File: src/sv/dtf_pkg.sv
// Types, codes and defaults for the deduplicating task FIFO.
// No dependencies.
`default_nettype none

package dtf_pkg;

    localparam int DEF_CAPACITY = 16;

    localparam logic       OP_ENQ     = 1'b0;
    localparam logic       OP_DEQ     = 1'b1;
    localparam logic [2:0] KIND_LIMIT = 3'd5;

    typedef enum logic [2:0] {
        ST_OK        = 3'd0,
        ST_INVALID   = 3'd1,
        ST_DUPLICATE = 3'd2,
        ST_FULL      = 3'd3,
        ST_EMPTY     = 3'd4
    } t_status;

    typedef struct packed {
        logic               op;
        logic [2:0]         task_kind;
        logic signed [31:0] task_ident;
        logic [31:0]        note_handle;
        logic               note_missing;
    } t_in_item;

    typedef struct packed {
        t_status     status;
        logic [2:0]  out_kind;
        logic [30:0] out_ident;
        logic [31:0] out_handle;
    } t_out_item;

    typedef struct packed {
        logic [2:0]  kind;
        logic [30:0] ident;
        logic [31:0] handle;
    } t_entry;

    typedef struct packed {
        logic    cap;
        logic    rd_start;
        logic    rd_next;
        logic    push;
        logic    pop;
        logic    set_res;
        logic    res_data;
        t_status res_status;
        logic    load_out;
    } t_dtf_cmd;

    typedef struct packed {
        logic is_deq;
        logic invalid;
        logic empty;
        logic full;
        logic match;
        logic scan_done;
        logic out_free;
    } t_dtf_sts;

endpackage

`default_nettype wire

File: src/sv/dedup_task_fifo_top.sv
// Deduplicating task FIFO, top level; uses dtf_pkg, dtf_ctrl, dtf_datapath.
// Stored enqueue: the duplicate scan reads one ring entry per cycle and a match ends it;
//   a full queue is scanned in full before the enqueue is refused as full.
// One item at a time: the next transfer can be taken in the cycle after the result is loaded.
// Synchronous active-low reset empties the queue; entry memory is not cleared.
`default_nettype none

module dedup_task_fifo_top
    import dtf_pkg::*;
#(
    parameter int CAPACITY = DEF_CAPACITY
) (
    input  wire logic      i_clk,
    input  wire logic      i_rst_n,
    input  wire logic      i_in_valid,
    output logic           o_in_ready,
    input  wire t_in_item  i_in_item,
    output logic           o_out_valid,
    input  wire logic      i_out_ready,
    output t_out_item      o_out_item
);

    t_dtf_cmd cmd;
    t_dtf_sts sts;

    dtf_ctrl u_ctrl (
        .i_clk      (i_clk),
        .i_rst_n    (i_rst_n),
        .i_in_valid (i_in_valid),
        .i_sts      (sts),
        .o_in_ready (o_in_ready),
        .o_cmd      (cmd)
    );

    dtf_datapath #(
        .CAPACITY (CAPACITY)
    ) u_dp (
        .i_clk       (i_clk),
        .i_rst_n     (i_rst_n),
        .i_in_item   (i_in_item),
        .i_out_ready (i_out_ready),
        .i_cmd       (cmd),
        .o_sts       (sts),
        .o_out_valid (o_out_valid),
        .o_out_item  (o_out_item)
    );

endmodule

`default_nettype wire

File: src/sv/dtf_datapath.sv
// Datapath: request register, entry ring memory, pointers, scan counter, result registers.
// Depends on dtf_pkg.
`default_nettype none

module dtf_datapath
    import dtf_pkg::*;
#(
    parameter int CAPACITY = DEF_CAPACITY
) (
    input  wire logic      i_clk,
    input  wire logic      i_rst_n,
    input  wire t_in_item  i_in_item,
    input  wire logic      i_out_ready,
    input  wire t_dtf_cmd  i_cmd,
    output t_dtf_sts       o_sts,
    output logic           o_out_valid,
    output t_out_item      o_out_item
);

    localparam int AW = (CAPACITY > 1) ? $clog2(CAPACITY) : 1;
    localparam int CW = $clog2(CAPACITY + 1);
    localparam logic [AW-1:0] LAST_IDX = AW'(CAPACITY - 1);

    t_entry         r_mem [CAPACITY];
    t_entry         r_rd_data;
    t_in_item       r_req;
    logic [AW-1:0]  r_head, r_tail, r_ptr;
    logic [CW-1:0]  r_count, r_scan;
    t_out_item      r_res, r_out;
    logic           r_out_valid;

    logic [AW-1:0]  rd_addr;
    logic           rd_en;
    t_entry         wr_entry;

    function automatic logic [AW-1:0] ring_next(input logic [AW-1:0] idx);
        ring_next = (idx == LAST_IDX) ? '0 : idx + AW'(1);
    endfunction

    assign rd_en    = i_cmd.rd_start | i_cmd.rd_next;
    assign rd_addr  = i_cmd.rd_next ? r_ptr : r_head;
    assign wr_entry = '{kind: r_req.task_kind, ident: r_req.task_ident[30:0],
                        handle: r_req.note_handle};

    always_ff @(posedge i_clk) begin
        if (i_cmd.push) begin
            r_mem[r_tail] <= wr_entry;
        end
        if (rd_en) begin
            r_rd_data <= r_mem[rd_addr];
        end
    end

    always_ff @(posedge i_clk) begin
        if (i_cmd.cap) begin
            r_req <= i_in_item;
        end
        if (i_cmd.rd_start) begin
            r_ptr  <= ring_next(r_head);
            r_scan <= CW'(1);
        end else if (i_cmd.rd_next) begin
            r_ptr  <= ring_next(r_ptr);
            r_scan <= r_scan + CW'(1);
        end
        if (i_cmd.set_res) begin
            r_res.status     <= i_cmd.res_status;
            r_res.out_kind   <= i_cmd.res_data ? r_rd_data.kind   : 3'd0;
            r_res.out_ident  <= i_cmd.res_data ? r_rd_data.ident  : 31'd0;
            r_res.out_handle <= i_cmd.res_data ? r_rd_data.handle : 32'd0;
        end
        if (i_cmd.load_out) begin
            r_out <= r_res;
        end
    end

    always_ff @(posedge i_clk) begin
        if (!i_rst_n) begin
            r_head      <= '0;
            r_tail      <= '0;
            r_count     <= '0;
            r_out_valid <= 1'b0;
        end else begin
            if (i_cmd.push) begin
                r_tail  <= ring_next(r_tail);
                r_count <= r_count + CW'(1);
            end else if (i_cmd.pop) begin
                r_head  <= ring_next(r_head);
                r_count <= r_count - CW'(1);
            end
            if (i_cmd.load_out) begin
                r_out_valid <= 1'b1;
            end else if (i_out_ready) begin
                r_out_valid <= 1'b0;
            end
        end
    end

    always_comb begin
        o_sts.is_deq    = (r_req.op == OP_DEQ);
        o_sts.invalid   = r_req.task_ident[31] | r_req.note_missing
                        | (r_req.task_kind > KIND_LIMIT);
        o_sts.empty     = (r_count == '0);
        o_sts.full      = (r_count == CW'(CAPACITY));
        o_sts.match     = (r_rd_data.kind == r_req.task_kind)
                        && (r_rd_data.ident == r_req.task_ident[30:0]);
        o_sts.scan_done = (r_scan == r_count);
        o_sts.out_free  = !r_out_valid | i_out_ready;
    end

    assign o_out_valid = r_out_valid;
    assign o_out_item  = r_out;

endmodule

`default_nettype wire

File: src/sv/dtf_ctrl.sv
// Controller: sequences capture, duplicate scan, write, read and result hand-off.
// Depends on dtf_pkg.
`default_nettype none

module dtf_ctrl
    import dtf_pkg::*;
(
    input  wire logic     i_clk,
    input  wire logic     i_rst_n,
    input  wire logic     i_in_valid,
    input  wire t_dtf_sts i_sts,
    output logic          o_in_ready,
    output t_dtf_cmd      o_cmd
);

    typedef enum logic [2:0] {
        S_IDLE,
        S_DECODE,
        S_SCAN,
        S_WRITE,
        S_POP,
        S_DONE
    } t_state;

    t_state r_state, n_state;

    assign o_in_ready = (r_state == S_IDLE);

    always_ff @(posedge i_clk) begin
        if (!i_rst_n) begin
            r_state <= S_IDLE;
        end else begin
            r_state <= n_state;
        end
    end

    always_comb begin
        n_state = r_state;
        o_cmd   = '0;
        o_cmd.res_status = ST_OK;
        unique case (r_state)
            S_IDLE: begin
                if (i_in_valid) begin
                    o_cmd.cap = 1'b1;
                    n_state   = S_DECODE;
                end
            end
            S_DECODE: begin
                if (i_sts.is_deq) begin
                    if (i_sts.empty) begin
                        o_cmd.set_res    = 1'b1;
                        o_cmd.res_status = ST_EMPTY;
                        n_state          = S_DONE;
                    end else begin
                        o_cmd.rd_start = 1'b1;
                        n_state        = S_POP;
                    end
                end else if (i_sts.invalid) begin
                    o_cmd.set_res    = 1'b1;
                    o_cmd.res_status = ST_INVALID;
                    n_state          = S_DONE;
                end else if (i_sts.empty) begin
                    n_state = S_WRITE;
                end else begin
                    o_cmd.rd_start = 1'b1;
                    n_state        = S_SCAN;
                end
            end
            S_SCAN: begin
                if (i_sts.match) begin
                    o_cmd.set_res    = 1'b1;
                    o_cmd.res_status = ST_DUPLICATE;
                    n_state          = S_DONE;
                end else if (i_sts.scan_done) begin
                    if (i_sts.full) begin
                        o_cmd.set_res    = 1'b1;
                        o_cmd.res_status = ST_FULL;
                        n_state          = S_DONE;
                    end else begin
                        n_state = S_WRITE;
                    end
                end else begin
                    o_cmd.rd_next = 1'b1;
                end
            end
            S_WRITE: begin
                o_cmd.push       = 1'b1;
                o_cmd.set_res    = 1'b1;
                o_cmd.res_status = ST_OK;
                n_state          = S_DONE;
            end
            S_POP: begin
                o_cmd.pop        = 1'b1;
                o_cmd.set_res    = 1'b1;
                o_cmd.res_data   = 1'b1;
                o_cmd.res_status = ST_OK;
                n_state          = S_DONE;
            end
            S_DONE: begin
                if (i_sts.out_free) begin
                    o_cmd.load_out = 1'b1;
                    n_state        = S_IDLE;
                end
            end
            default: begin
                n_state = S_IDLE;
            end
        endcase
    end

endmodule

`default_nettype wire

File: config.mk
export PLATFORM = sky130hd
export DESIGN_NAME = dedup_task_fifo_top
export DESIGN_NICKNAME = d
export VERILOG_FILES = /design/src/sv/dtf_pkg.sv /design/src/sv/dedup_task_fifo_top.sv /design/src/sv/dtf_datapath.sv /design/src/sv/dtf_ctrl.sv
export SDC_FILE = /design/constraint.sdc
export NUM_CORES = 2
export LEC_CHECK = 0
export ABC_AREA = 1
export BUFFER_PORTS_ARGS = -buffer_cell sky130_fd_sc_hd__buf_4
export CAP_MARGIN = 10
export CORE_MARGIN = 3
export CORE_UTILIZATION = 60
export DETAILED_ROUTE_END_ITERATION = 8
export GPL_ROUTABILITY_DRIVEN = 0
export PLACE_DENSITY = 0.75
export SETUP_SLACK_MARGIN = 0.02
export SYNTH_ARGS = -nofsm -noshare
export SYNTH_HDL_FRONTEND = slang
export SYNTH_SLANG_ARGS = --single-unit
File: constraint.sdc
create_clock -name i_clk -period 12.7 [get_ports i_clk]
set_input_delay 1.905 -clock i_clk [delete_from_list [all_inputs] [get_ports i_clk]]
set_output_delay 1.905 -clock i_clk [all_outputs]
set_load 0.02 [all_outputs]
Yosys cells after proc, flatten, opt, wreduce, memory -nomap -nowiden
Memories as Yosys holds them, arrays and structs flattened. A register that Yosys moved wholly into a read port is not among the register bits.
Cells that the tools add are included.

word-level totals
  register bits after elaboration = 233
  bits in writable memories = 1,056
  bits of input ports = 73
  output and inout bits = 71
  memories = 1

memories
  name        depth  bits a word  rd ports  clocked after memory_dff  write ports  RTL line            RTL
  u_dp.r_mem  16     66           1         1                         1            dtf_datapath.sv:24  t_entry r_mem [CAPACITY];

cells by class
  add/sub/neg operators = 6
  order comparisons = 1
  equal/unequal tests = 15
  multiplexer cells = 49
  bitwise gates (word level) = 5
  reductions and logical operators = 10

operator list
  kind                                                                   count
  3-bit 2-to-1 mux                                                       11
  31-bit equality test                                                   1
  1-bit 2-to-1 mux                                                       26
  4-bit 2-to-1 mux                                                       6
  3-bit case mux with 5 select lines                                     1
  4-bit by 1-bit adder with 4-bit output, second input constant          3
  4-bit equality test, second input constant                             3
  5-bit by 1-bit adder with 5-bit output, second input constant          2
  5-bit 2-to-1 mux                                                       2
  3-bit by 2-bit equality test with 1-bit output, second input constant  2
  3-bit equality test, second input constant                             2
  3-bit case mux with 2 select lines                                     1
  2-bit nonzero test                                                     3
  5-bit equality test                                                    1
  5-bit equality test, second input constant                             1
  5-bit logical NOT                                                      1
  5-bit by 1-bit subtractor with 5-bit output, second input constant     1
  2-bit inequality test, second input constant                           2
  1-bit OR                                                               4
  3-bit by 1-bit equality test with 1-bit output, second input constant  1
  3-bit equality test                                                    1
  3-bit > comparator, second input constant                              1
  3-bit logical NOT                                                      1
  3-bit inequality test, second input constant                           1
  other kinds (8)                                                        8

Logic depth before layout (Yosys ltp)
  word-level depth = 6
  depth in mapped cells = 18

Hierarchy
A second synthesis with hierarchy kept.

unflattened totals
  cell total of the unflattened synthesis = 5,099
  area total of the unflattened synthesis = 57,335.0 sq um

modules (own cells, without submodules)
  module        times used  cells each  area each (sq um)
  dtf_datapath  1           5,031       56,979.6
  dtf_ctrl      1           68          355.3

Least setup slack after synthesis
OpenSTA, ideal clock, no wires.

  path kind = input port to flip-flop
  start point = in i_out_ready
  end point = reg u_dp.r_out (netlist bit u_dp.o_out_item[0]), enable pin
  setup time = 0.496 ns
  data arrival time = 4.828 ns
  data required time = 12.204 ns
  slack = 7.375 ns
  stages = 2
  buffers on the path = 0
  cells stage by stage = nor2_1 nor2_1

RTL lines
  element               RTL line                   RTL
  from (decl)           dedup_task_fifo_top.sv:19  input wire logic i_out_ready,
  to (signal assigned)  dtf_datapath.sv:72         r_out <= r_res;
  to (decl)             dtf_datapath.sv:29         t_out_item r_res, r_out;

Worst setup path in the final report
  start point = reg u_dp.r_req[34] (netlist name)
  end point = reg, netlist name u_dp.r_rd_data[10]

between the ends
  word-level cells in the longest chain between the ends = 5
  elaborated cells on any way between the ends = 6

ends and longest elaborated chain
  element                                              RTL line                                RTL
  from (decl)                                          dtf_datapath.sv:26                      t_in_item r_req;
  from (signal assigned)                               dtf_datapath.sv:56                      r_req <= i_in_item;
  31-bit equality test *                               dtf_datapath.sv:105                     && (r_rd_data.ident == r_req.task_ident[30:0]);
  1-bit logical AND *                                  dtf_datapath.sv:105
  1-bit 2-to-1 mux *                                   dtf_ctrl.sv:70                          if (i_sts.match) begin
  1-bit 2-to-1 mux *                                   dtf_ctrl.sv:41                          unique case (r_state)
  4-bit 2-to-1 mux / 1-bit OR (equally long branches)  dtf_datapath.sv:41, dtf_datapath.sv:40

Mark *: on every way between the ends. The rest lies on a longest branch, timed or not.
A chain may end at the register's enable or synchronous reset.

==> results.toml <==
[global_routing]
grt_pass1_vias = 36400
antenna_found_initial = 0
track_usage_pct = 29.0
grt_pass1_wl_um = 216000
grt_max_degree = 160
grt_overflow = 0

[die]
ioPinCount = 144
rows = 112
die-height_um = 315
die_w_um = 315
initial_utilization_pct = 60.9
die_area_um2 = 99200
core_area_um2 = 94000

[placed_design]
dp_hpwl_um = 68600
port_buffers = 143
dp_cells = 6346
placed_area_um2 = 59200

[logic_synthesis]
synth_top_area_share_pct = 69.9
synth_compound_area_share_pct = 0.461
synth_ff_type = "edfxtp_1"
syn_nets = 5239
yosys_warnings = 0
synth-xor-area-share_pct = 0.581
synth_cell_type_count = 37
synth_top_family_by_area = "simple AND/OR/NAND/NOR gates"
async_flop_share_pct = 0
yosysSeqAreaShare_pct = 70.7
synth-simple-area-share_pct = 17.9
synth_seq_cells = 1355
ys_top_cells_by_area = "edfxtp_1 (70%), nand3_1 (11%), inv_1 (7.6%)"
synth_edf_count = 1333
synth-adder-area-share_pct = 0.254
syn_area_per_cell_um2 = 11.1
synthMuxAreaShare_pct = 0
synthTopCellsByCount = "edfxtp_1 (1,333), nand3_1 (1,267), inv_1 (1,164)"
synth_cells = 5155
post-synth-top-area-cell = "edfxtp_1"
synth_most_common_cell = "edfxtp_1"
synth_area_um2 = 57200

[power]
p_leak_nw = 26.5
powerDensity_nw_per_um2 = 168
ir_worst_vdd_mv = 0.119

[clock_tree]
root_buffer = "clkbuf_16"
cts_resized = 0
clock_latency_ns = 0.75
h-tree-depth = 4
hold_buffers = 0
cts.sinks = 1355
clock_tree.buffer_depth = 3
cts_tree = "done"
clk_pin_slew_ns = 0.06
cts_inserted_buffers = 139
post_cts_buffers = 0

[route]
routed_via_density = 5.72
route.detailed.drc = 0
drtIter0Drc = 5286
wl_um = 144000
drt-pass1-iter-count = 6
routedWlPerCell_um = 21.8
ant_nets = 0
vias = 37700

[sta]
worst_slew_pin_slew_ns = 1.21
slew_headroom_pct = 18.9
grt_setup_unrepaired = "no"
tns_ns = 0
final-hold-violation-count = 0
timing.final.max_slew_violations = 0
fin_skew_ns = 0.0298
finalSetupViolations = 0
fin_crit_sh_pct = 48.3
post-route-min-period_ns = 6.13
clock.fmax_mhz = 163

[worst_hold_path]
hold_path_class = "flop to flop"

[final_layout]
multi_input_area_um2 = 11200
final_cells = 6592
fill_cells = 6517
area_growth_pct = 11.0
postLayoutCellArea_um2 = 63500
ff_latch_area_um2 = 40500
layout-drive-gt1-share_pct = 8.02
fin_nets = 5317
final_core_util_pct = 67.6

[critical_path]
crit_type = "flop to flop"
crit_path_end_kind = "flop"
cp.arrival_ns = 6.60
cp_max_fo = 115
crit_path_start_kind = "flop"
cp.required_ns = 13.18

[status]
outcome = "finished clean"

[job]
cap_violations = 0
## stage by stage
step	hold WS [ns]	worst slack (ns)	power (mW)
floorplan	0.400	7.38	6.35
global placement	0.401	6.87	6.75
detailed placement	0.405	6.68	6.79
CTS	0.409	6.66	10.7
global route	0.424	6.27	11.0
finish	0.405	6.57	10.7
## cell families after synthesis
logic type / after synthesis
simple gates: 2270
fa+ha+maj: 11
xor+xnor: 38
buf+inv: 1431
compound gates: 50
flops: 1355
## state kept, by name, summed over array words and instances, names as in the netlist, 3 cells and up
signal           count
u_dp.r_mem        1056
u_dp.o_out_item     69
u_dp.r_res          69
u_dp.r_req          68
u_dp.r_rd_data      66
u_dp.r_count         5
u_dp.r_scan          5
u_dp.r_head          4
u_dp.r_ptr           4
u_dp.r_tail          4
u_ctrl.r_state       3
## worst max-delay path, stage by stage (launching register included)
cell and delay [ns]:
edfxtp_1 0.62, xor2_1 0.25, nor2_1 0.26, nand3_1 0.22, nor2_4 0.22, nand3_4 0.22, nand2_8 0.25, nand2_8 0.41
nand2_8 0.75, buf_4 0.96, buf_4 0.93, nand2_1 0.17, nand3_1 0.16, nand3_1 0.11, nand3_1 0.13, nand2_1 0.07
## path summary, 6_finish.rpt
path                                                    from                       endpoint  slack, ns  cells past startpoint
worst min register to register  u_dp.r_res[35]$_SDFFCE_PN0P_  u_dp.o_out_item[35]$_DFFE_PP_       0.41                      0
worst max-delay path                u_dp.r_req[34]$_DFFE_PP_   u_dp.r_rd_data[10]$_DFFE_PP_       6.57                     15
worst min-delay path            u_dp.r_res[35]$_SDFFCE_PN0P_  u_dp.o_out_item[35]$_DFFE_PP_       0.41                      0
worst max register to register      u_dp.r_req[34]$_DFFE_PP_   u_dp.r_rd_data[10]$_DFFE_PP_       6.57                     15
## layout make-up
class | instances | share of cell area, %
Sequential cell | 1355 | 63.7
Multi-Input combinational cell | 2369 | 17.7
Inverter | 1170 | 6.92
Clock buffer | 176 | 5.89
Tap cell | 1254 | 2.47
Timing Repair Buffer | 198 | 2.36
Clock inverter | 68 | 0.975
Antenna cell | 2 | 0.00788
## placed cells by master (no fill, tap or decap), drive strengths merged
cell type and instances:
xor2 9, and2 1, edfxtp 1333, clkbuf 176, dfxtp 22, nand2 867, nand4 4, buf 198
clkinvlp 5, o21ai 28, nor3 7, and3 1, nor4 1, nand3 1270, ha 10, bufinv 10
xnor2 29, diode 2, nor2 119, o211ai 1, clkinv 49, inv 1174, a21oi 19, a211o 1
fa 1, o221ai 1
## where the power goes
part | switching (mW) | internal [mW] | leakage [nW]
logic | 0.946 | 0.357 | 12.1
clock network | 1.66 | 2.29 | 2.12
registers | 0.177 | 5.24 | 12.3
total | 2.78 | 7.88 | 26.5
## metal layers
metal / vias up / global-route usage [%] / wire length [um]
li1: 17100 / - / -
met1: 18000 / 38.7 / 53700
met2: 2277 / 47.3 / 68500
met3: 407 / 5.69 / 15800
met4: 0 / 12.0 / 5660
met5: - / 0 / 0
No activity file was read; power rests on OpenSTA's default activity.
